===== src/rtl/rbb_pkg.sv =====
// Shared constants and types of the byte stream register bridge.
// No dependencies; the queue, parser, executor, top level and testbench import it.
package rbb_pkg;

  localparam int REG_COUNT = 256;
  localparam int ADDR_W = 15;
  localparam int DATA_W = 32;
  localparam int IDX_W = (REG_COUNT > 1) ? $clog2(REG_COUNT) : 1;

  localparam int FIFO_DEPTH = 4;
  localparam int FIFO_PTR_W = $clog2(FIFO_DEPTH);

  // command parser phases
  localparam logic [2:0] PH_ADDR_HI = 3'd0;
  localparam logic [2:0] PH_ADDR_LO = 3'd1;
  localparam logic [2:0] PH_DATA0   = 3'd2;
  localparam logic [2:0] PH_DATA1   = 3'd3;
  localparam logic [2:0] PH_DATA2   = 3'd4;
  localparam logic [2:0] PH_DATA3   = 3'd5;

  typedef struct packed {
    logic              is_read;
    logic [ADDR_W-1:0] addr;
    logic [DATA_W-1:0] data;
  } rbb_cmd_t;

endpackage


===== src/rtl/rbb_cmd_fifo.sv =====
// Short command queue between the parser and the register executor.
// Depends on rbb_pkg.
module rbb_cmd_fifo (
  input  logic             clk,
  input  logic             rst,
  input  logic             push,
  input  rbb_pkg::rbb_cmd_t push_cmd,
  output logic             full,
  input  logic             pop,
  output logic             head_valid,
  output rbb_pkg::rbb_cmd_t head_cmd
);
  import rbb_pkg::*;

  rbb_cmd_t            slots [FIFO_DEPTH];
  logic [FIFO_PTR_W-1:0] wr_ptr;
  logic [FIFO_PTR_W-1:0] rd_ptr;
  logic [FIFO_PTR_W:0]   count;

  assign full       = (count == (FIFO_PTR_W+1)'(FIFO_DEPTH));
  assign head_valid = (count != '0);
  assign head_cmd   = slots[rd_ptr];

  always_ff @(posedge clk) begin
    if (push) begin
      slots[wr_ptr] <= push_cmd;
    end
  end

  always_ff @(posedge clk) begin
    if (rst) begin
      wr_ptr <= '0;
      rd_ptr <= '0;
      count  <= '0;
    end else begin
      if (push) begin
        wr_ptr <= wr_ptr + 1'b1;
      end
      if (pop) begin
        rd_ptr <= rd_ptr + 1'b1;
      end
      if (push && !pop) begin
        count <= count + 1'b1;
      end else if (pop && !push) begin
        count <= count - 1'b1;
      end
    end
  end

endmodule


===== config.mk =====
export PLATFORM = sky130hd
export DESIGN_NAME = rbb_cmd_fifo
export DESIGN_NICKNAME = d
export VERILOG_FILES = /design/src/rtl/rbb_pkg.sv /design/src/rtl/rbb_cmd_fifo.sv
export SDC_FILE = /design/constraint.sdc
export NUM_CORES = 1
export LEC_CHECK = 0
export BUFFER_PORTS_ARGS = -buffer_cell sky130_fd_sc_hd__buf_2
export CAP_MARGIN = 30
export CORE_ASPECT_RATIO = 0.9
export CORE_MARGIN = 2
export CORE_UTILIZATION = 33
export DETAILED_ROUTE_END_ITERATION = 8
export PLACE_DENSITY = 0.61
export SLEW_MARGIN = 25
export SYNTH_ARGS = -nofsm -noshare
export SYNTH_HDL_FRONTEND = slang
export SYNTH_SLANG_ARGS = --single-unit

===== constraint.sdc =====
create_clock -name clk -period 2.1 [get_ports clk]
set_input_delay 0 -clock clk [delete_from_list [all_inputs] [get_ports clk]]
set_output_delay 0 -clock clk [all_outputs]
set_load 0.02 [all_outputs]

==> results.md, run 1 <==
* Status: finished, final reports clean
* Share of layout cells above drive strength 1 at 40.29%
* Worst setup EP type: primary output
* Syn-to-layout area delta at 29.49%
* DR iter-0 viols at 162
* Critical-path cell list: buf_12 -> mux4_2 -> buf_2
* Total Negative Setup Slacks at 0 ns
* Sequential share of the synthesized area at 80.91%
* Clk Tree Root Cell: clkbuf_16
* Pwr Total at 9.199 mW
* Starting Density at 33.77%
* Cells after Synth at 294
* Worst Setup Path Type: reg2out
* First drt pass iteration count at 4
* Gp weighted congestion at 0.6404
* Remaining DRCs at 0
* Syn nets at 352
* Flops & latches, synth at 201
* Delay-heaviest family, CP: flip-flops
* Leading area contributor after synthesis: edfxtp_1
* Die area at 0.02348 mm2
* Final Util at 43.73%
* Gr ovfl total at 0
* Largest net degree at the start of global routing at 35
* CP Data Arrival Time at 1.96 ns
* RSZ-0062 raised after global routing: no
* Total core area at 0.02176 mm2
* CTS buffer count at 21
* Slew margin rel. at 63.16%
* Synthesized cell area at 0.007348 mm2
* Num rows at 51
* CP max stage delay at 0.67 ns
* Max-slew violation count at 0
* Switching Share at 21.64%
* Synth unique cells at 20
* Setup ws final at 0.1369 ns
* Seq pwr share at 50.9%
* PwrDens at 966.7 mW/mm2
* Net switching power at 1.991 mW
* MaxCap Viol Count at 0
* Top Ports at 102
* Clock Pin Slew Worst Setup and Hold Paths at 0.06 ns
* Clock Sinks at 201
* Detailed placement HPWL at 8283 um
* Final setup viols at 0
* Final Skew at 0.007869 ns
* Clock power frac at 37.6%
* Die X at 161.3 um
* Yosys Warn Count at 0
* Post-CTS setup buffers at 0
* First-pass GRT wire length at 21250 um
* Max Freq at 0.5094 GHz
* Layout Nets at 530
* Tot GR Track Use at 11.64%
* Combinational power share at 11.6%
* Hold buffer count at cts at 52
* H-tree levels at 1
* Slew @ Worst Pin at 0.5525 ns
* Dominant cells by area after synthesis: edfxtp_1, mux4_2, dfxtp_1, ha_1, buf_6
* Post-synth top area share at 78.46%
* Peak supply drop at 471.9 uV
* Period utilisation layout at 93.48%
* Hold Path Class: in2reg
* Drt total wl at 13540 um
* CTS tree: built
* Final hold vios at 0
* Crit start category: flip-flop
* Required time worst endpoint at 2.10 ns
* Pleak at 3.257 nW
* Buf/Inv on CP at 2
* Int Pwr at 7.208 mW
* Vias per cell at 4.538
* Crit path max fanout at 18
* Fin crit period at 1.963 ns
* WL per Instance at 17.47 um
* Place WS at 0.5524 ns
* PostCTS Resize Cnt at 0
* Detail Route Antenna Nets at 0
* Worst skew pair latency at 0.47 ns
* Routed vias at 3517
* CP max-delay cell: dfxtp_2
* ANT cells at 0
* Avg Cell Area, Syn at 24.99 um2
* Clk buf depth at 3
* I/O Buffers at 101
* Initial antenna violation count at 0
* Reg2reg setup slack at 0.58 ns
* Vias in the first global route at 3929
* Die height at 145.6 um
==> power groups by stage <==
stage          logic [mW]  clock network [mW]  registers, mW
4_1_cts              1.09                3.59           4.68
5_1_grt              1.15                3.73           4.70
6_report             1.06                3.46           4.68
3_5_place_dp         1.01                   0           4.77
2_1_floorplan       0.649                   0           4.73
3_3_place_gp        0.995                   0           4.75
==> per-layer routing <==
| metal | part of all wire, % | wire length, um | GRT usage [%] | vias to the layer above |
|---|---|---|---|---|
| li1 | - | - | - | 1595 |
| met1 | 44 | 5934 | 15.11 | 1815 |
| met2 | 49 | 6646 | 19.96 | 88 |
| met3 | 5.2 | 706 | 2.992 | 19 |
| met4 | 1.8 | 250 | 2.366 | 0 |
| met5 | 0 | 0 | 0 | - |
==> synthesized netlist by cell type <==
cell,number
nand2_1,1
a21oi_1,1
or3_1,2
mux2i_1,2
buf_6,3
dfxtp_1,9
o21ai_0,1
inv_1,4
xor2_1,3
nor2_1,7
xnor2_1,2
nor3b_1,1
fa_1,1
and2_1,4
buf_2,3
buf_4,2
ha_1,5
mux4_2,48
clkbuf_1,3
edfxtp_1,192
==> cell families (layout without fill, tap and decap cells) <==
| group | count (synthesis) | in the layout | synth area share [%] |
|---|---|---|---|
| xor+xnor | 5 | 5 | 0.5961 |
| flops | 201 | 201 | 80.91 |
| buf+inv | 15 | 205 | 1.226 |
| mux | 50 | 50 | 14.98 |
| fa+ha+maj | 6 | 6 | 1.124 |
| compound gates | 2 | 2 | 0.1361 |
| simple gates | 15 | 15 | 1.022 |
==> metrics by stage <==
stage	cells	area [um2]	hold slack [ns]
after floorplan	294	7351	0.09887
after global placement	688	8351	0.2083
after detailed placement	688	8351	0.2162
after CTS	775	9515	0.2466
after global routing	775	9515	0.2627
final	775	9515	0.2695
==> state kept, by name, indices dropped and copies added (netlist names), named ones only <==
signal	count
rd_ptr	2
wr_ptr	2
count	3
slots	192
==> cells in the final DEF, fill, tap and decap left out, drive strengths merged <==
cell,synthesis,final
fa,1,1
o21ai,1,1
and2,4,4
or3,2,2
mux4,48,48
nand2,1,1
dlygate4sd3,0,52
a21oi,1,1
ha,5,5
mux2i,2,2
nor3b,1,1
nor2,7,7
buf,8,114
edfxtp,192,192
xor2,3,3
xnor2,2,2
inv,4,4
clkinv,0,4
clkbuf,3,29
bufinv,0,2
dfxtp,9,9
==> worst paths after layout <==
| check | from | endpoint | depth (start not counted) |
|---|---|---|---|
| max | flip-flop | head_cmd[0] | 3 |
| min | push_cmd[42] | slots[2][42] | 2 |
| max reg2reg | count[0] | count[2] | 4 |
| min reg2reg | rd_ptr[1] | flip-flop | 2 |
==> area by class of cell <==
type / count / area (um2)
Clock inverter: 6 / 78.83
Sequential cell: 201 / 5951
Timing Repair Buffer: 166 / 1224
Clock buffer: 29 / 565.5
Inverter: 4 / 15.01
Tap cell: 291 / 364.1
Multi-Input combinational cell: 78 / 1318
Fill cell: 1867 / 12240
(Power assumes the default switching activity.)
==> run 2: changes to the inputs <==
--- a/config.mk
+++ b/config.mk
@@ -12,7 +12,7 @@
 export CORE_UTILIZATION = 33
 export DETAILED_ROUTE_END_ITERATION = 8
 export PLACE_DENSITY = 0.61
-export SLEW_MARGIN = 25
+export SLEW_MARGIN = 5
 export SYNTH_ARGS = -nofsm -noshare
 export SYNTH_HDL_FRONTEND = slang
 export SYNTH_SLANG_ARGS = --single-unit
==> constraint.sdc (replaced) <==
create_clock -name clk -period 2.1 [get_ports clk]
set_input_delay 0.21 -clock clk [delete_from_list [all_inputs] [get_ports clk]]
set_output_delay 0.21 -clock clk [all_outputs]
set_load 0.02 [all_outputs]
==> results.md, run 2 (same netlist as run 1, synthesis figures left out) <==
* Hold Path End: rd_ptr[0] (was slots[2][42])
* Gr ovfl total at 0 (unchanged)
* CTS buffer count at 22 (was 21)
* Hold Path Class: in2reg (unchanged)
* Clock Sinks at 201 (unchanged)
* Place WS at 0.3857 ns (was 0.5524 ns)
* Crit start category: flip-flop (unchanged)
* CTS tree: built (unchanged)
* Reg2reg end: count[2] (unchanged)
* Required time worst endpoint at 1.89 ns (was 2.10 ns)
* Drt total wl at 13810 um (was 13540 um)
* Largest registers: slots (192), count (3) (unchanged)
* Reg2reg setup slack at 0.59 ns (was 0.58 ns)
* Clock Pin Slew Worst Setup and Hold Paths at 0.06 ns (about the same)
* Period utilisation layout at 97.49% (was 93.48%)
* Die height at 145.6 um (unchanged)
* Critical-path cell list: clkbuf_16 -> mux4_2 -> buf_6 (was buf_12 -> mux4_2 -> buf_2)
* Total core area at 0.02176 mm2 (unchanged)
* PwrDens at 975.4 mW/mm2 (was 966.7 mW/mm2)
* MaxCap Viol Count at 0 (unchanged)
* Worst setup EP type: primary output (unchanged)
* Max FFs per register at 192 (unchanged)
* WL per Instance at 17.91 um (was 17.47 um)
* Starting Density at 33.77% (unchanged)
* Crit path max fanout at 15 (was 18)
* Cells after DPL at 683 (was 688)
* ANT cells at 0 (unchanged)
* Commonest non-fill, non-tap cells in the layout: edfxtp_1, buf_2, dlygate4sd3_1 (unchanged)
* Worst skew pair latency at 0.49 ns (was 0.47 ns)
* Layout Nets at 524 (was 530)
* I/O Buffers at 101 (unchanged)
* Final Instance Count excl. Fillers at 771 (was 775)
* Share of layout cells above drive strength 1 at 40.21% (was 40.29%)
* Worst Setup Path Type: reg2out (unchanged)
* FF-to-FF path depth at 4 (unchanged)
* Fin crit period at 2.047 ns (was 1.963 ns)
* First drt pass iteration count at 4 (unchanged)
* Clk buf depth at 3 (unchanged)
* Peak supply drop at 545.0 uV (was 471.9 uV)
* Final hold vios at 0 (unchanged)
* Pleak at 3.241 nW (was 3.257 nW)
* Final Skew at 0.007639 ns (was 0.007869 ns)
* Most flops, register: slots (unchanged)
* Final setup viols at 0 (unchanged)
* Slew @ Worst Pin at 0.3335 ns (was 0.5525 ns)
* Max Freq at 0.4884 GHz (was 0.5094 GHz)
* Setup ws final at 0.05266 ns (was 0.1369 ns)
* Post-CTS setup buffers at 0 (unchanged)
* Syn-to-layout area delta at 29.24% (was 29.49%)
* RSZ-0062 raised after global routing: yes (was no)
* Detailed placement HPWL at 7450 um (was 8283 um)
* Status: finished, final reports clean (unchanged)
* Commonest non-fill, non-tap cell in the layout: edfxtp_1 (unchanged)
* Detail Route Antenna Nets at 0 (unchanged)
* Gp weighted congestion at 0.6956 (was 0.6404)
* Largest net degree at the start of global routing at 49 (was 35)
* Num rows at 51 (unchanged)
* Die X at 161.3 um (unchanged)
* FF-to-FF Start: count[0] (unchanged)
* Top Ports at 102 (unchanged)
* Vias in the first global route at 3818 (was 3929)
* CP max-delay cell: mux4_2 (was dfxtp_2)
* Hold Startpoint: pop (was push_cmd[42])
* Die area at 0.02348 mm2 (unchanged)
* Vias per cell at 4.563 (was 4.538)
* CP Data Arrival Time at 1.84 ns (was 1.96 ns)
* WHS Path Cells at 3 (was 2)
* First-pass GRT wire length at 20990 um (was 21250 um)
* Tot GR Track Use at 11.55% (was 11.64%)
* Initial antenna violation count at 0 (unchanged)
* H-tree levels at 1 (unchanged)
* CP max stage delay at 0.54 ns (was 0.67 ns)
* DR iter-0 viols at 153 (was 162)
* Remaining DRCs at 0 (unchanged)
* Max-slew violation count at 0 (unchanged)
* Routed vias at 3518 (was 3517)
* Slew margin rel. at 77.77% (was 63.16%)
* Clk Tree Root Cell: clkbuf_16 (unchanged)
run 2: cell types whose count changed in the layout (fill, tap and decap cells not counted), sizes merged:
| cell | delta |
|---|---|
| clkinv | +6 |
| bufinv | -1 |
| clkbuf | -2 |
| dlygate4sd3 | -3 |
| buf | -5 |
| clkinvlp | +1 |
run 2: cell type report:
cell class / instances / area (um2)
fillers: 1909 / 12260
multi-input cells: 78 / 1318
clock inverters: 12 / 80.08
repair buffers: 159 / 1182
inverters: 4 / 15.01
clock buffers: 26 / 586.8
well taps: 291 / 364.1
flip-flops and latches: 201 / 5951
run 2: how the worst max path moves through the flow:
stage               depth (start not counted)  slack [ns]           end
floorplan                                   2        0.02   slots[1][0]
global placement                            3        0.44  head_cmd[43]
detailed placement                          7        0.39      count[2]
CTS                                         3       -0.01  head_cmd[37]
global route                                3       -0.03  head_cmd[44]
finish                                      3        0.05  head_cmd[44]
run 2: timing repair:
action                                  4_1_cts  5_1_grt
endpoints found under the hold margin       200        0
endpoints found under the setup margin       27       48
gates cloned                                  0        1
gates resized for setup                       4        2
hold buffers                                 49        0
run 2: stage by stage:
stage | util (%) | setup TNS (ns) | instance area [um2] | total power, mW | hold WS (ns)
after global routing | 43.64 | -0.2135 | 9497 | 9.650 | 0.03232
after global placement | 38.09 | 0 | 8288 | 5.726 | 0.4190
after CTS | 43.49 | -0.09357 | 9463 | 9.402 | 0.02682
after floorplan | - | 0 | 7351 | 5.374 | 0.3089
after detailed placement | 38.09 | 0 | 8288 | 5.753 | 0.4250
final | 43.64 | 0 | 9497 | 9.263 | 0.04238
run 2: critical path: cells and delay by family, from the launching register on:
kind,cells,cell delay [ns]
DFF,1,0.41
buffers and inverters,2,0.39
muxes,1,0.54
run 2: power by group:
group,total (mW),internal [mW],switching [mW]
Clock,3.52,2.10,1.42
Sequential,4.66,4.60,0.0584
Combinational,1.08,0.493,0.589
run 2: metal layers:
layer | up-vias | track usage [%] | share of wire [%]
met5 | - | 0 | 0
met4 | 0 | 3.348 | 2.1
met3 | 24 | 2.451 | 4.3
li1 | 1591 | - | -
met2 | 89 | 19.85 | 50
met1 | 1814 | 14.83 | 43
==> run 3: changes to the inputs <==
--- a/config.mk
+++ b/config.mk
@@ -9,9 +9,9 @@
 export CAP_MARGIN = 30
 export CORE_ASPECT_RATIO = 0.9
 export CORE_MARGIN = 2
-export CORE_UTILIZATION = 33
+export CORE_UTILIZATION = 49
 export DETAILED_ROUTE_END_ITERATION = 8
-export PLACE_DENSITY = 0.61
+export PLACE_DENSITY = 0.8
 export SLEW_MARGIN = 5
 export SYNTH_ARGS = -nofsm -noshare
 export SYNTH_HDL_FRONTEND = slang
==> results.md, run 3 (same netlist as run 1, synthesis figures left out) <==
* Total Negative Setup Slacks at 0 ns (unchanged)
* Footprint of the multi-input gates at 0.001318 mm2 (unchanged)
* Max Freq at 0.4879 GHz (was 0.4884 GHz)
* First drt pass iteration count at 4 (unchanged)
* H-tree levels at 1 (unchanged)
* Die height at 120.2 um (was 145.6 um)
* DR iter-0 viols at 195 (was 153)
* Crit start category: flip-flop (unchanged)
* ANT cells at 0 (unchanged)
* Setup ws final at 0.05021 ns (was 0.05266 ns)
* Syn-to-layout area delta at 26.03% (was 29.24%)
* Detail Route Antenna Nets at 0 (unchanged)
* MaxCap Viol Count at 0 (unchanged)
* WL per Instance at 18.63 um (was 17.91 um)
* Crit path max fanout at 23 (was 15)
* Sequential cell area at 0.005951 mm2 (unchanged)
* FF-to-FF path depth at 4 (unchanged)
* Final hold vios at 0 (unchanged)
* Slew margin rel. at 72.07% (was 77.77%)
* Total core area at 0.01466 mm2 (was 0.02176 mm2)
* Worst Setup Path Type: reg2out (unchanged)
* Hold Path Class: in2reg (unchanged)
* Status: finished, final reports clean (unchanged)
* Most flops, register: slots (unchanged)
* Num rows at 42 (was 51)
* Final Instance Count excl. Fillers at 678 (was 771)
* Cells after DPL at 593 (was 683)
* First-pass GRT wire length at 19830 um (was 20990 um)
* Vias per cell at 5.158 (was 4.563)
* Initial antenna violation count at 0 (unchanged)
* Hold Startpoint: push (was pop)
* Gp weighted congestion at 0.7223 (was 0.6956)
* Share of layout cells above drive strength 1 at 40.42% (was 40.21%)
* WHS Path Cells at 3 (unchanged)
* Slew @ Worst Pin at 0.4189 ns (was 0.3335 ns)
* Clock Sinks at 201 (unchanged)
* I/O Buffers at 101 (unchanged)
* Fin crit period at 2.050 ns (was 2.047 ns)
* Largest registers: slots (192), count (3) (unchanged)
* Period utilisation layout at 97.61% (was 97.49%)
* Clk buf depth at 3 (unchanged)
* Commonest non-fill, non-tap cells in the layout: edfxtp_1, buf_2, dlygate4sd3_1 (unchanged)
* CTS tree: built (unchanged)
* Remaining DRCs at 0 (unchanged)
* Worst skew pair latency at 0.48 ns (was 0.49 ns)
* Place WS at 0.4019 ns (was 0.3857 ns)
* Die area at 0.01599 mm2 (was 0.02348 mm2)
* RSZ-0062 raised after global routing: yes (unchanged)
* Largest net degree at the start of global routing at 49 (unchanged)
* Starting Density at 50.12% (was 33.77%)
* Vias in the first global route at 3759 (was 3818)
* Reg2reg setup slack at 0.61 ns (was 0.59 ns)
* Drt total wl at 12630 um (was 13810 um)
* CTS buffer count at 21 (was 22)
* Gr ovfl total at 0 (unchanged)
* Layout Nets at 525 (was 524)
* Top Ports at 102 (unchanged)
* Clk Tree Root Cell: clkbuf_16 (unchanged)
* Layout fillers at 976 (was 1909)
* CP Data Arrival Time at 1.84 ns (about the same)
* Max-slew violation count at 0 (unchanged)
* PwrDens at 962.0 mW/mm2 (was 975.4 mW/mm2)
* Die X at 133.1 um (was 161.3 um)
* Post-CTS setup buffers at 0 (unchanged)
* Commonest non-fill, non-tap cell in the layout: edfxtp_1 (unchanged)
* Tot GR Track Use at 16.10% (was 11.55%)
* Required time worst endpoint at 1.89 ns (about the same)
* Final Skew at 0.01182 ns (was 0.007639 ns)
* Clock Pin Slew Worst Setup and Hold Paths at 0.06 ns (about the same)
* Worst setup EP type: primary output (unchanged)
* Final setup viols at 0 (unchanged)
* Peak supply drop at 662.9 uV (was 545.0 uV)
* Max FFs per register at 192 (unchanged)
* Pleak at 3.207 nW (was 3.241 nW)
* FF-to-FF Start: count[0] (unchanged)
* Routed vias at 3497 (was 3518)
-- run 3: critical path: stages, from the launching register on --
cell and delay (ns):
dfxtp_4 0.38, buf_12 0.23, mux4_2 0.56, buf_2 0.18
-- run 3: what timing repair did --
action / in CTS / in global routing
hold endpoints to repair: 200 / 0
setup endpoints to repair: 0 / 13
hold buffers: 49 / 0
resized for setup: 0 / 5
-- run 3: where the power goes --
part	total (mW)	internal (mW)	switching, mW
registers	4.66	4.60	0.0582
logic	1.06	0.479	0.578
clock network	3.19	1.81	1.38
total	8.91	6.90	2.01
-- run 3: metal layers --
metal | wire length (um) | global-route usage, %
met1 | 5345 | 21.21
met2 | 6410 | 27.85
met3 | 607 | 3.270
met4 | 268 | 4.167
met5 | 0 | 0
-- run 3: area by class of cell --
| type | instances | area share, % |
|---|---|---|
| Sequential cell | 201 | 64.25 |
| Multi-Input combinational cell | 78 | 14.23 |
| Timing Repair Buffer | 161 | 12.27 |
| Clock buffer | 22 | 5.715 |
| Tap cell | 198 | 2.675 |
| Clock inverter | 14 | 0.7025 |
| Inverter | 4 | 0.1621 |
-- run 3: metrics by stage --
step	util (%)	total power [mW]	instance area (um2)	hold slack, ns
6_report	63.17	8.909	9261	0.06843
2_1_floorplan	-	5.374	7351	0.3089
3_3_place_gp	55.63	5.699	8157	0.4193
3_5_place_dp	55.63	5.738	8157	0.4288
4_1_cts	63.03	9.001	9241	0.05812
5_1_grt	63.17	9.252	9261	0.08199
-- run 3: final timing paths --
kind / to
worst max-delay path: head_cmd[0]
worst min-delay path: wr_ptr[0]
worst min register to register: count[2]
worst max register to register: count[2]
