`src/rtl/rbb_pkg.sv`:
```
// Shared constants and types of the byte stream register bridge.
// No dependencies; the queue, parser, executor, top level and testbench import it.
package rbb_pkg;

  localparam int REG_COUNT = 256;
  localparam int ADDR_W = 15;
  localparam int DATA_W = 32;
  localparam int IDX_W = (REG_COUNT > 1) ? $clog2(REG_COUNT) : 1;

  localparam int FIFO_DEPTH = 4;
  localparam int FIFO_PTR_W = $clog2(FIFO_DEPTH);

  // command parser phases
  localparam logic [2:0] PH_ADDR_HI = 3'd0;
  localparam logic [2:0] PH_ADDR_LO = 3'd1;
  localparam logic [2:0] PH_DATA0   = 3'd2;
  localparam logic [2:0] PH_DATA1   = 3'd3;
  localparam logic [2:0] PH_DATA2   = 3'd4;
  localparam logic [2:0] PH_DATA3   = 3'd5;

  typedef struct packed {
    logic              is_read;
    logic [ADDR_W-1:0] addr;
    logic [DATA_W-1:0] data;
  } rbb_cmd_t;

endpackage

```
`src/rtl/rbb_ifs.sv`:
```
// Valid/ready channel interfaces for received and transmitted words.
// No dependencies.
interface rbb_rx_if;
  logic       valid;
  logic       ready;
  logic [7:0] rx_byte;
  modport source (output valid, output rx_byte, input ready);
  modport sink (input valid, input rx_byte, output ready);
endinterface


```
`src/rtl/rbb_front.sv`:
```
// Command parser: takes one received word per cycle, unless the queue is full on a
// command-ending word, and emits read and write commands. Depends on rbb_pkg and rbb_ifs.
module rbb_front (
  input  logic              clk,
  input  logic              rst,
  rbb_rx_if.sink            rx,
  output logic              push,
  output rbb_pkg::rbb_cmd_t push_cmd,
  input  logic              full
);
  import rbb_pkg::*;

  logic [2:0]        phase;
  logic [2:0]        phase_next;
  logic [ADDR_W-1:0] addr_hold;
  logic              read_flag;
  logic [23:0]       data_gather;
  logic              needs_push;
  logic              take;

  always_comb begin
    needs_push = 1'b0;
    phase_next = PH_ADDR_HI;
    unique case (phase)
      PH_ADDR_HI: phase_next = PH_ADDR_LO;
      PH_ADDR_LO: begin
        needs_push = read_flag;
        phase_next = read_flag ? PH_ADDR_HI : PH_DATA0;
      end
      PH_DATA0: phase_next = PH_DATA1;
      PH_DATA1: phase_next = PH_DATA2;
      PH_DATA2: phase_next = PH_DATA3;
      PH_DATA3: begin
        needs_push = 1'b1;
        phase_next = PH_ADDR_HI;
      end
      default: phase_next = PH_ADDR_LO;  // stray codes act as address high
    endcase
  end

  assign rx.ready = !(needs_push && full);
  assign take     = rx.valid && rx.ready;
  assign push     = take && needs_push;

  always_comb begin
    push_cmd.is_read = (phase == PH_ADDR_LO);
    push_cmd.addr    = (phase == PH_ADDR_LO) ? {addr_hold[ADDR_W-1:8], rx.rx_byte}
                                             : addr_hold;
    push_cmd.data    = {data_gather, rx.rx_byte};
  end

  always_ff @(posedge clk) begin
    if (rst) begin
      phase       <= PH_ADDR_HI;
      addr_hold   <= '0;
      read_flag   <= 1'b0;
      data_gather <= '0;
    end else if (take) begin
      phase <= phase_next;
      unique case (phase)
        PH_ADDR_LO: begin
          addr_hold   <= {addr_hold[ADDR_W-1:8], rx.rx_byte};
          data_gather <= '0;
        end
        PH_DATA0, PH_DATA1, PH_DATA2: begin
          data_gather <= {data_gather[15:0], rx.rx_byte};
        end
        PH_DATA3: begin
        end
        default: begin
          read_flag <= rx.rx_byte[7];
          addr_hold <= {rx.rx_byte[6:0], 8'h00};
        end
      endcase
    end
  end

endmodule

```
`src/flat_wrapper.sv`:
```
// flat-port wrapper written by rule: the top's interface ports become plain ports
module rbb_front_flat import rbb_pkg::*;
  (clk, rst, push, push_cmd, full, rx_valid, rx_rx_byte, rx_ready);
  rbb_rx_if rx_i ();
  input  logic clk;
  input  logic rst;
  output logic push;
  output rbb_pkg::rbb_cmd_t push_cmd;
  input  logic full;
  input wire logic [$bits(rx_i.valid)-1:0] rx_valid;
  input wire logic [$bits(rx_i.rx_byte)-1:0] rx_rx_byte;
  output wire logic [$bits(rx_i.ready)-1:0] rx_ready;
  assign rx_i.valid = rx_valid;
  assign rx_i.rx_byte = rx_rx_byte;
  assign rx_ready = rx_i.ready;
  rbb_front u_core (.clk(clk), .rst(rst), .rx(rx_i), .push(push), .push_cmd(push_cmd), .full(full));
endmodule
```
`config.mk`:
```
export PLATFORM = sky130hd
export DESIGN_NAME = rbb_front_flat
export DESIGN_NICKNAME = d
export VERILOG_FILES = /design/src/rtl/rbb_pkg.sv /design/src/rtl/rbb_ifs.sv /design/src/rtl/rbb_front.sv /design/src/flat_wrapper.sv
export SDC_FILE = /design/constraint.sdc
export NUM_CORES = 1
export LEC_CHECK = 0
export BUFFER_PORTS_ARGS = -buffer_cell sky130_fd_sc_hd__buf_2
export CAP_MARGIN = 15
export CORE_MARGIN = 4
export CORE_UTILIZATION = 38
export CTS_BUF_LIST = sky130_fd_sc_hd__clkbuf_8
export CTS_CLUSTER_SIZE = 30
export DETAILED_ROUTE_END_ITERATION = 8
export PLACE_DENSITY = 0.58
export SYNTH_ARGS = -nofsm -noshare
export SYNTH_HDL_FRONTEND = slang
export SYNTH_SLANG_ARGS = --single-unit
```
`constraint.sdc`:
```
create_clock -name clk -period 1.7 [get_ports clk]
set_input_delay 0.085 -clock clk [delete_from_list [all_inputs] [get_ports clk]]
set_output_delay 0.085 -clock clk [all_outputs]
set_load 0.01 [all_outputs]
```
==> results.toml, run 1 <==
[setup_path]
path_cells = "nor3b_4, buf_12, mux2_2, buf_6"
crit_slowest_cell = "dfxtp_4"
cpPeakStageDelay_ns = 0.38
cp_data_required_time_ns = 1.62
critPathKind = "register to primary output"
worst_setup_path_start_kind = "register"
crit_family = "flip-flops"
cp.arrival_ns = 1.57
worst-path-max-fanout = 8
crit_buf_inv = 2
cp-end-kind = "primary output"

[yosys]
ys_types = 35
synth_warnings = 0
synth_edf_count = 0
seq_area_frac_synth_pct = 41.1
synth_nets = 245
synthFlopType = "dfxtp_1"
synth-seq-cells = 43
avgSynthCellArea_sq_um = 8.98
syn_area_sq_um = 2090
synthArstFlopShare_pct = 0
syn-instance-count = 233

[global_route]
gr-total-overflow = 0
grt_pass1_wl_um = 7780
antenna_found_initial = 0
grt_max_degree = 44
grt.total_usage_pct = 14.7
first_global_vias = 1587

[cts]
numCtsBuffers = 5
tritoncts = "done"
cts_sinks = 43
ctsRootBufferMaster = "clkbuf_8"
clockBufferDepth = 2
cts.htree.levels = 2
insertion_delay_ns = 0.29
clk_pin_slew_worst_paths_ns = 0.08

[timing]
slew_violations = 0
hold_viol_final = 0
tightest_slew_ns = 0.738
post-route-min-period_ns = 1.65
relSlewSlack_pct = 50.8
fin_skew_ns = 0.00484
fin_setup_tns_ns = 0
fin_crit_sh_pct = 97.1
setup-violations-final = 0
max_freq_ghz = 0.606
rsz0062_at_grt = "true"

[layout]
final_cell_area_sq_um = 2600
fillers = 528
fin_util_pct = 50.0
fin_nets = 298
insertedDiodeCount = 0
drive_gt1_share_pct = 38.0
area_delta_synth_final_pct = 24.3

[floorplan]
die_x_um = 82.2
rows = 26
core_sq_um = 5200
initial_core_util_pct = 40.2
io-pin-count = 62
die_height_um = 82.2
die_area_sq_um = 6760

[min_path]
hold_path_class = "input pin to register"

[routing]
vias = 1842
drc = 0
routed_wl_um = 5050
drtIter0Drc = 95
wl_per_cell_um = 14.1
detail-route-antenna-nets = 0
dr.pass1.iters = 4
viasPerCell = 5.16

[place]
dp_hpwl_um = 3370
place_area_sq_um = 2380
io_buffer_count = 61
gp_congestion = 0.815

[run_status]
status = "complete, no violations"

[flow_run]
maxCapViolCount = 0

[power_and_ir_drop]
leakage_nw = 1.12
ir_drop_mv = 0.419
power_density_nw_per_um2 = 890
power_mw = 2.31
## cells by family (layout without fill, tap and decap cells)
| kind of cell | Yosys count | count (layout) | synth area share [%] |
|---|---|---|---|
| AO/OA/AOI/OAI | 54 | 54 | 20.2 |
| buffers and inverters | 35 | 89 | 11.4 |
| flip-flops | 43 | 43 | 41.1 |
| multiplexers | 17 | 17 | 8.61 |
| AND/OR/NAND/NOR | 84 | 84 | 18.7 |
## worst register-to-register path, delay by kind of cell (launching register included)
kind / cells / cell delay [ns]
simple gates: 1 / 0.12
flops: 1 / 0.37
compound gates: 2 / 0.87
buf+inv: 1 / 0.15
## cells in the mapped netlist, types with 2 or more instances
cell type  number  area (sq um)
dfxtp_1        43           861
nor2_1         35           131
nand3_1        22           110
buf_4          20           150
nand2_1        18          67.6
a22oi_1        17           128
a31oi_1        14          87.6
a21oi_1        10          50.1
mux2i_1         9          90.1
mux2_2          8          90.1
clkbuf_1        6          22.5
buf_6           4          45.0
buf_2           2          10.0
inv_1           2          7.51
nor3_2          2          20.0
o21ai_1         2          10.0
## cell usage in the layout (no fill, tap or decap), types with 5 or more instances in the layout
cell,n
nand3_1,22
mux2i_1,9
buf_4,14
a21oi_1,10
dfxtp_1,40
clkbuf_8,5
nor2_1,35
buf_6,8
buf_2,53
mux2_2,8
a31oi_1,14
a22oi_1,17
nand2_1,18
## registers in the layout, summed over array words and instances, names as in the netlist
| signal | count |
|---|---|
| u_core.data_gather | 24 |
| u_core.addr_hold | 15 |
| u_core.phase | 3 |
| u_core.read_flag | 1 |
## metrics by stage
stage | std cells | hold slack (ns) | worst slack [ns]
2_1_floorplan | 233 | 0.223 | 0.264
3_3_place_gp | 344 | 0.399 | 0.0823
3_5_place_dp | 344 | 0.404 | 0.0403
4_1_cts | 352 | 0.0907 | 0.00112
5_1_grt | 357 | 0.105 | -0.0147
6_report | 357 | 0.0938 | 0.0500
## area by class of cell
type / instances / area [sq um] / share of cell area [%]
clock buffers: 5 / 68.8 / 2.65
clock inverters: 3 / 43.8 / 1.68
multi-input cells: 155 / 992 / 38.2
well taps: 70 / 87.6 / 3.37
inverters: 2 / 7.51 / 0.289
repair buffers: 79 / 531 / 20.4
flip-flops and latches: 43 / 870 / 33.4
## what timing repair did
| item | CTS | global route |
|---|---|---|
| hold buffers | 0 | 0 |
| gates cloned | 0 | 1 |
| buffers inserted | 0 | 4 |
| pin swaps | 0 | 1 |
| setup endpoints to repair | 8 | 8 |
| resized for setup | 3 | 10 |
## where the power goes
group | switching [mW] | internal [mW] | total [mW] | leakage, nW
logic | 0.239 | 0.203 | 0.442 | 0.713
clock network | 0.366 | 0.438 | 0.803 | 0.0581
registers | 0.0287 | 1.04 | 1.07 | 0.350
total | 0.634 | 1.68 | 2.31 | 1.12
## per-layer routing
| metal | part of all wire, % | routed length [um] | GRT usage, % |
|---|---|---|---|
| met4 | 0.52 | 26 | 3.99 |
| met5 | 0 | 0 | 0 |
| met1 | 50 | 2510 | 21.0 |
| met3 | 5.1 | 255 | 3.04 |
| met2 | 45 | 2260 | 22.3 |
## worst paths after layout
| check | from | to | slack, ns | cells past startpoint |
|---|---|---|---|---|
| setup / recovery | u_core.phase[1]$_SDFFE_PP0P_ | push_cmd[38] | 0.05 | 4 |
| setup reg to reg | u_core.phase[0]$_SDFFE_PP0P_ | u_core.data_gather[16]$_SDFFE_PP0P_ | 0.14 | 4 |
| hold reg to reg | u_core.addr_hold[7]$_SDFFE_PP0P_ | u_core.addr_hold[7]$_SDFFE_PP0P_ | 0.46 | 2 |
| hold / removal | rx_rx_byte[7] | u_core.addr_hold[7]$_SDFFE_PP0P_ | 0.09 | 3 |
Power figures use the tool's default switching activity.
==> run 2, diff against run 1 <==
--- a/config.mk
+++ b/config.mk
@@ -12,7 +12,7 @@
 export CTS_BUF_LIST = sky130_fd_sc_hd__clkbuf_8
 export CTS_CLUSTER_SIZE = 30
 export DETAILED_ROUTE_END_ITERATION = 8
-export PLACE_DENSITY = 0.58
+export PLACE_DENSITY = 0.6
 export SYNTH_ARGS = -nofsm -noshare
 export SYNTH_HDL_FRONTEND = slang
 export SYNTH_SLANG_ARGS = --single-unit
==> constraint.sdc (replaced) <==
create_clock -name clk -period 1.3 [get_ports clk]
set_input_delay 0.065 -clock clk [delete_from_list [all_inputs] [get_ports clk]]
set_output_delay 0.065 -clock clk [all_outputs]
set_load 0.01 [all_outputs]
==> run 2 against run 1 <==
Effect of this change:
- the run now ends with setup timing left
- clock skew is 0.0023 ns lower
- die area stayed put
- via count is 5.9% higher
- combinational power is 75% higher
- critical path type unchanged
- critical endpoint is now push_cmd[37]
- highest routed layer unchanged
==> results.toml, run 2 (same netlist as run 1, synthesis figures left out) <==
[timing]
relSlewSlack_pct = 70.7
fin_crit_sh_pct = 127
hold_viol_final = 0
fin_ws_ns = -0.349
rsz0062_at_grt = "true"
fin_setup_tns_ns = -12.17
tightest_slew_ns = 0.439
max_freq_ghz = 0.606
setup-violations-final = 51
post-route-min-period_ns = 1.65
slew_violations = 0
fin_skew_ns = 0.00259

[global_route]
grt.total_usage_pct = 16.3
first_global_vias = 1783
grt_max_degree = 22
antenna_found_initial = 0
grt_pass1_wl_um = 8490
gr-total-overflow = 0

[layout]
area_delta_synth_final_pct = 48.6
drive_gt1_share_pct = 55.8
final_cell_mix = "52 x buf_2, 40 x dfxtp_1, 34 x nor2_1, 21 x buf_4, 19 x buf_6"
top_regs = "u_core.data_gather x24, u_core.addr_hold x15, u_core.phase x3"
largest-register = "u_core.data_gather"
final_cells = 380
largest_register_ffs = 24
insertedDiodeCount = 0
fin_nets = 321
final_cell_area_sq_um = 3110
final_common_cell = "buf_2"
fin_util_pct = 59.7

[setup_path]
worst_setup_path_start_kind = "register"
crit_slowest_cell = "mux2_2"
path_cells = "buf_12, nor3b_4, buf_12, mux2_2, buf_6"
r2r_end = "u_core.addr_hold[2]$_SDFFE_PP0P_"
crit_buf_inv = 3
worst-path-max-fanout = 10
cpPeakStageDelay_ns = 0.35
timing.rr.start = "u_core.phase[2]$_SDFFE_PP0P_"
critPathKind = "register to primary output"
cp.depth = 5
cp-end-kind = "primary output"
rrSetupSlack_ns = -0.29
cp_data_required_time_ns = 1.24
reg2reg_depth = 8
crit_family = "buffers and inverters"
cp.arrival_ns = 1.58
crit_path_frequent_cell = "buf_12"

[cts]
tritoncts = "done"
insertion_delay_ns = 0.29
clk_pin_slew_worst_paths_ns = 0.08
cts.htree.levels = 2
cts_sinks = 43
ctsRootBufferMaster = "clkbuf_8"
numCtsBuffers = 5
ctsHoldBuffers = 0
clockBufferDepth = 2

[floorplan]
die_area_sq_um = 6760
io-pin-count = 62
die_height_um = 82.2
die_x_um = 82.2
rows = 26
core_sq_um = 5200
initial_core_util_pct = 40.2

[place]
dp_cells = 358
dp_hpwl_um = 3670
io_buffer_count = 61
gp_congestion = 0.782
place_area_sq_um = 2540

[min_path]
min_to = "u_core.addr_hold[7]$_SDFFE_PP0P_"
hold_path_class = "input pin to register"
whs_path_depth = 3
worstHoldStart = "rx_rx_byte[7]"

[power_and_ir_drop]
switching_share_pct = 29.5
comb_power_share_pct = 25.7
switchingPower_uw = 886
clockPowerShare_pct = 27.6
power_density_nw_per_um2 = 964
leakage_nw = 1.31
p_int_mw = 2.11
power_mw = 3.00
seqPwrFrac_pct = 46.6
ir_drop_mv = 0.502

[routing]
drc = 0
wl_per_cell_um = 14.6
routed_wl_um = 5540
detail-route-antenna-nets = 0
vias = 1950
drtIter0Drc = 65
viasPerCell = 5.13
dr.pass1.iters = 4

[run_status]
violations = "setup timing"
status = "finished, violations left"

[flow_run]
maxCapViolCount = 0
run 2: cell count changes in the layout (fill, tap and decap cells not counted), moves of 4 or more:
cell,change
a21oi_1,-4
a21oi_2,+4
a22oi_1,-17
a22oi_2,+17
buf_12,+5
buf_4,+7
buf_6,+11
nand2_1,-9
nand2_2,+8
nand3_1,-6
nand3_2,+6
run 2: what timing repair did:
action,in CTS,in global routing
endpoints found under the setup margin,46,52
buffers inserted,7,9
pin swaps,5,30
cloned,0,1
endpoints found under the hold margin,0,0
resized for setup,24,55
run 2: cell type report:
| type | instances | area, sq um |
|---|---|---|
| clock buffers | 5 | 68.8 |
| clock inverters | 3 | 16.3 |
| fillers | 449 | 2100 |
| inverters | 2 | 7.51 |
| multi-input cells | 155 | 1230 |
| flip-flops and latches | 43 | 870 |
| well taps | 70 | 87.6 |
| repair buffers | 102 | 827 |
run 2: per-stage QoR:
step / hold slack [ns] / setup WS [ns]
finish: 0.0690 / -0.349
global placement: 0.387 / -0.0630
floorplan: 0.183 / -0.0262
detailed placement: 0.394 / -0.0724
CTS: 0.0556 / -0.378
global route: 0.0688 / -0.434
run 2: per-layer routing:
layer / track usage, % / routed length, um / part of all wire [%] / up-vias
met5: 0 / 0 / 0 / -
met4: 4.49 / 60 / 1.1 / 0
met3: 4.01 / 286 / 5.2 / 6
met2: 27.4 / 2680 / 48 / 56
met1: 20.7 / 2510 / 45 / 924
li1: - / - / - / 964
run 2: how the worst max path moves through the flow:
stage,startpoint,to
2_1_floorplan,u_core.phase[2]$_SDFFE_PP0P_,u_core.data_gather[14]$_SDFFE_PP0P_
4_1_cts,u_core.phase[2]$_SDFFE_PP0P_,push_cmd[32]
5_1_grt,u_core.phase[2]$_SDFFE_PP0P_,push_cmd[37]
3_3_place_gp,u_core.phase[2]$_SDFFE_PP0P_,push_cmd[36]
3_5_place_dp,u_core.phase[2]$_SDFFE_PP0P_,push_cmd[32]
6_report,u_core.phase[2]$_SDFFE_PP0P_,push_cmd[37]
run 2: worst reg2reg max path, delay by kind of cell, from the launching register on:
| kind | cells | cell delay (ns) |
|---|---|---|
| buffers and inverters | 4 | 0.50 |
| AND/OR/NAND/NOR | 1 | 0.10 |
| flip-flops | 1 | 0.34 |
| AO/OA/AOI/OAI | 3 | 0.60 |
run 2: power by group through the flow:
stage / Combinational [mW] / Sequential, mW / Clock, mW
4_1_cts: 0.677 / 1.39 / 0.881
3_5_place_dp: 0.591 / 1.43 / 0
6_report: 0.772 / 1.40 / 0.828
2_1_floorplan: 0.387 / 1.43 / 0
5_1_grt: 0.833 / 1.40 / 0.918
3_3_place_gp: 0.590 / 1.43 / 0
==> run 3, diff against run 2 <==
--- a/config.mk
+++ b/config.mk
@@ -10,9 +10,11 @@
 export CORE_MARGIN = 4
 export CORE_UTILIZATION = 38
 export CTS_BUF_LIST = sky130_fd_sc_hd__clkbuf_8
+export CTS_CLUSTER_DIAMETER = 200
 export CTS_CLUSTER_SIZE = 30
 export DETAILED_ROUTE_END_ITERATION = 8
 export PLACE_DENSITY = 0.6
+export RECOVER_POWER = 100
 export SYNTH_ARGS = -nofsm -noshare
 export SYNTH_HDL_FRONTEND = slang
 export SYNTH_SLANG_ARGS = --single-unit
==> run 3 against run 2 <==
Effect of this change:
- the run still ends with setup timing left
- critical path type unchanged
- routed wire length shrank 0.20%
- sequential cell count did not move
- fmax decreased by 0.31%
- via count grew 0.72%
- die area did not move
- sequential power barely moved
- critical path depth stayed put
- highest routed layer unchanged
==> results.toml, run 3 (same netlist as run 1, synthesis figures left out) <==
[run_status]
status = "finished, violations left"
violations = "setup timing"

[cts]
ctsHoldBuffers = 0
ctsRootBufferMaster = "clkbuf_8"
cts_sinks = 43
numCtsBuffers = 5
insertion_delay_ns = 0.30
cts.htree.levels = 2
clk_pin_slew_worst_paths_ns = 0.08
clockBufferDepth = 2
tritoncts = "done"

[place]
dp_cells = 358
io_buffer_count = 61
place_ws_ns = -0.0724
gp_congestion = 0.782
dp_hpwl_um = 3670

[floorplan]
core_sq_um = 5200
rows = 26
die_area_sq_um = 6760
initial_core_util_pct = 40.2
io-pin-count = 62
die_x_um = 82.2
die_height_um = 82.2

[setup_path]
crit_path_frequent_cell = "buf_12"
critPathKind = "register to primary output"
timing.rr.start = "u_core.phase[2]$_SDFFE_PP0P_"
cp_data_required_time_ns = 1.24
cp.arrival_ns = 1.59
critPathCapture = "push_cmd[37]"
cp-end-kind = "primary output"
cpPeakStageDelay_ns = 0.35
cp.depth = 5
crit_path_start = "u_core.phase[2]$_SDFFE_PP0P_"
reg2reg_depth = 8
crit_family = "buffers and inverters"
path_cells = "buf_12, nor3b_4, buf_12, mux2_2, buf_6"
worst-path-max-fanout = 10
rrSetupSlack_ns = -0.30
worst_setup_path_start_kind = "register"
r2r_end = "u_core.addr_hold[2]$_SDFFE_PP0P_"
crit_buf_inv = 3
crit_slowest_cell = "mux2_2"

[global_route]
grt_pass1_wl_um = 8490
met3_usage_pct = 4.01
grt-busiest-layer = "met2"
met2_usage_pct = 27.4
globalRouteMet1Util_pct = 20.7
first_global_vias = 1783
grt_max_degree = 22
grt.total_usage_pct = 16.3
antenna_found_initial = 0
gr-total-overflow = 0

[layout]
final_common_cell = "dfxtp_1"
area_delta_synth_final_pct = 46.3
top_regs = "u_core.data_gather x24, u_core.addr_hold x15, u_core.phase x3"
final_cell_mix = "40 x dfxtp_1, 39 x clkbuf_1, 34 x nor2_1, 21 x buf_4, 19 x buf_6"
fin_nets = 321
final_cells = 380
largest_register_ffs = 24
fillers = 472
insertedDiodeCount = 0
drive_gt1_share_pct = 43.2
largest-register = "u_core.data_gather"

[timing]
fin_skew_ns = 0.00211
post-route-min-period_ns = 1.65
holdWs_ns = 0.0679
relSlewSlack_pct = 70.8
fin_crit_sh_pct = 127
tightest_slew_ns = 0.437
setup-violations-final = 51
slew_violations = 0
hold_viol_final = 0
rsz0062_at_grt = "true"
max_freq_ghz = 0.604
fin_ws_ns = -0.354

[routing]
dr.pass1.iters = 4
routed_wl_um = 5530
wl_per_cell_um = 14.5
viasPerCell = 5.17
vias = 1964
detail-route-antenna-nets = 0
drc = 0
drtIter0Drc = 61

[power_and_ir_drop]
ir_drop_mv = 0.482
power_mw = 2.99
power_density_nw_per_um2 = 978
leakage_nw = 1.16

[min_path]
hold_path_class = "input pin to register"

[flow_run]
maxCapViolCount = 0
run 3: cell count changes in the layout (fill, tap and decap cells not counted):
cell,delta
buf_2,-39
clkbuf_1,+39
run 3: layout make-up:
class	count	area (sq um)	area share, %
inverter	2	7.51	0.245
tap	70	87.6	2.86
multi-input combinational	155	1230	40.3
clock buffer	5	68.8	2.25
timing repair buffer	102	778	25.4
clock inverter	3	16.3	0.531
sequential	43	870	28.4
run 3: worst min path at each step:
stage	cells after the start	endpoint	start
3_5_place_dp	3	u_core.addr_hold[1]$_SDFFE_PP0P_	rx_rx_byte[1]
3_3_place_gp	3	u_core.addr_hold[1]$_SDFFE_PP0P_	rx_rx_byte[1]
6_report	3	u_core.addr_hold[1]$_SDFFE_PP0P_	rx_rx_byte[1]
5_1_grt	3	u_core.addr_hold[1]$_SDFFE_PP0P_	rx_rx_byte[1]
4_1_cts	3	u_core.addr_hold[0]$_SDFFE_PP0P_	rx_rx_byte[0]
2_1_floorplan	1	push	full
run 3: where the power goes:
| group | leakage [nW] | total, mW | switching, mW | internal, mW |
|---|---|---|---|---|
| Combinational | 0.761 | 0.762 | 0.389 | 0.374 |
| Sequential | 0.350 | 1.40 | 0.0383 | 1.36 |
| Clock | 0.0453 | 0.833 | 0.465 | 0.368 |
run 3: routing by layer:
| metal | vias to the layer above | wire length (um) |
|---|---|---|
| li1 | 963 | - |
| met5 | - | 0 |
| met2 | 67 | 2640 |
| met3 | 8 | 317 |
| met1 | 926 | 2470 |
| met4 | 0 | 100 |
run 3: stage by stage:
step           setup TNS [ns]  instance area, sq um  utilization, %
2_1_floorplan          -0.303                  2100               -
3_3_place_gp            -1.05                  2540            48.8
3_5_place_dp            -1.74                  2540            48.8
4_1_cts                 -6.96                  2790            53.6
5_1_grt                -15.66                  3060            58.8
6_report               -12.20                  3060            58.8
run 3: what timing repair did:
| item | CTS | global route |
|---|---|---|
| resized for setup | 24 | 55 |
| gates cloned | 0 | 1 |
| endpoints found under the setup margin | 46 | 52 |
| pin swaps | 5 | 30 |
| setup buffers | 7 | 9 |
| endpoints found under the hold margin | 0 | 0 |
run 3: worst reg2reg max path, delay by kind of cell, from the launching register on:
kind,cells,cell delay (ns)
flip-flops,1,0.34
buffers and inverters,4,0.49
AND/OR/NAND/NOR,1,0.10
AO/OA/AOI/OAI,3,0.61
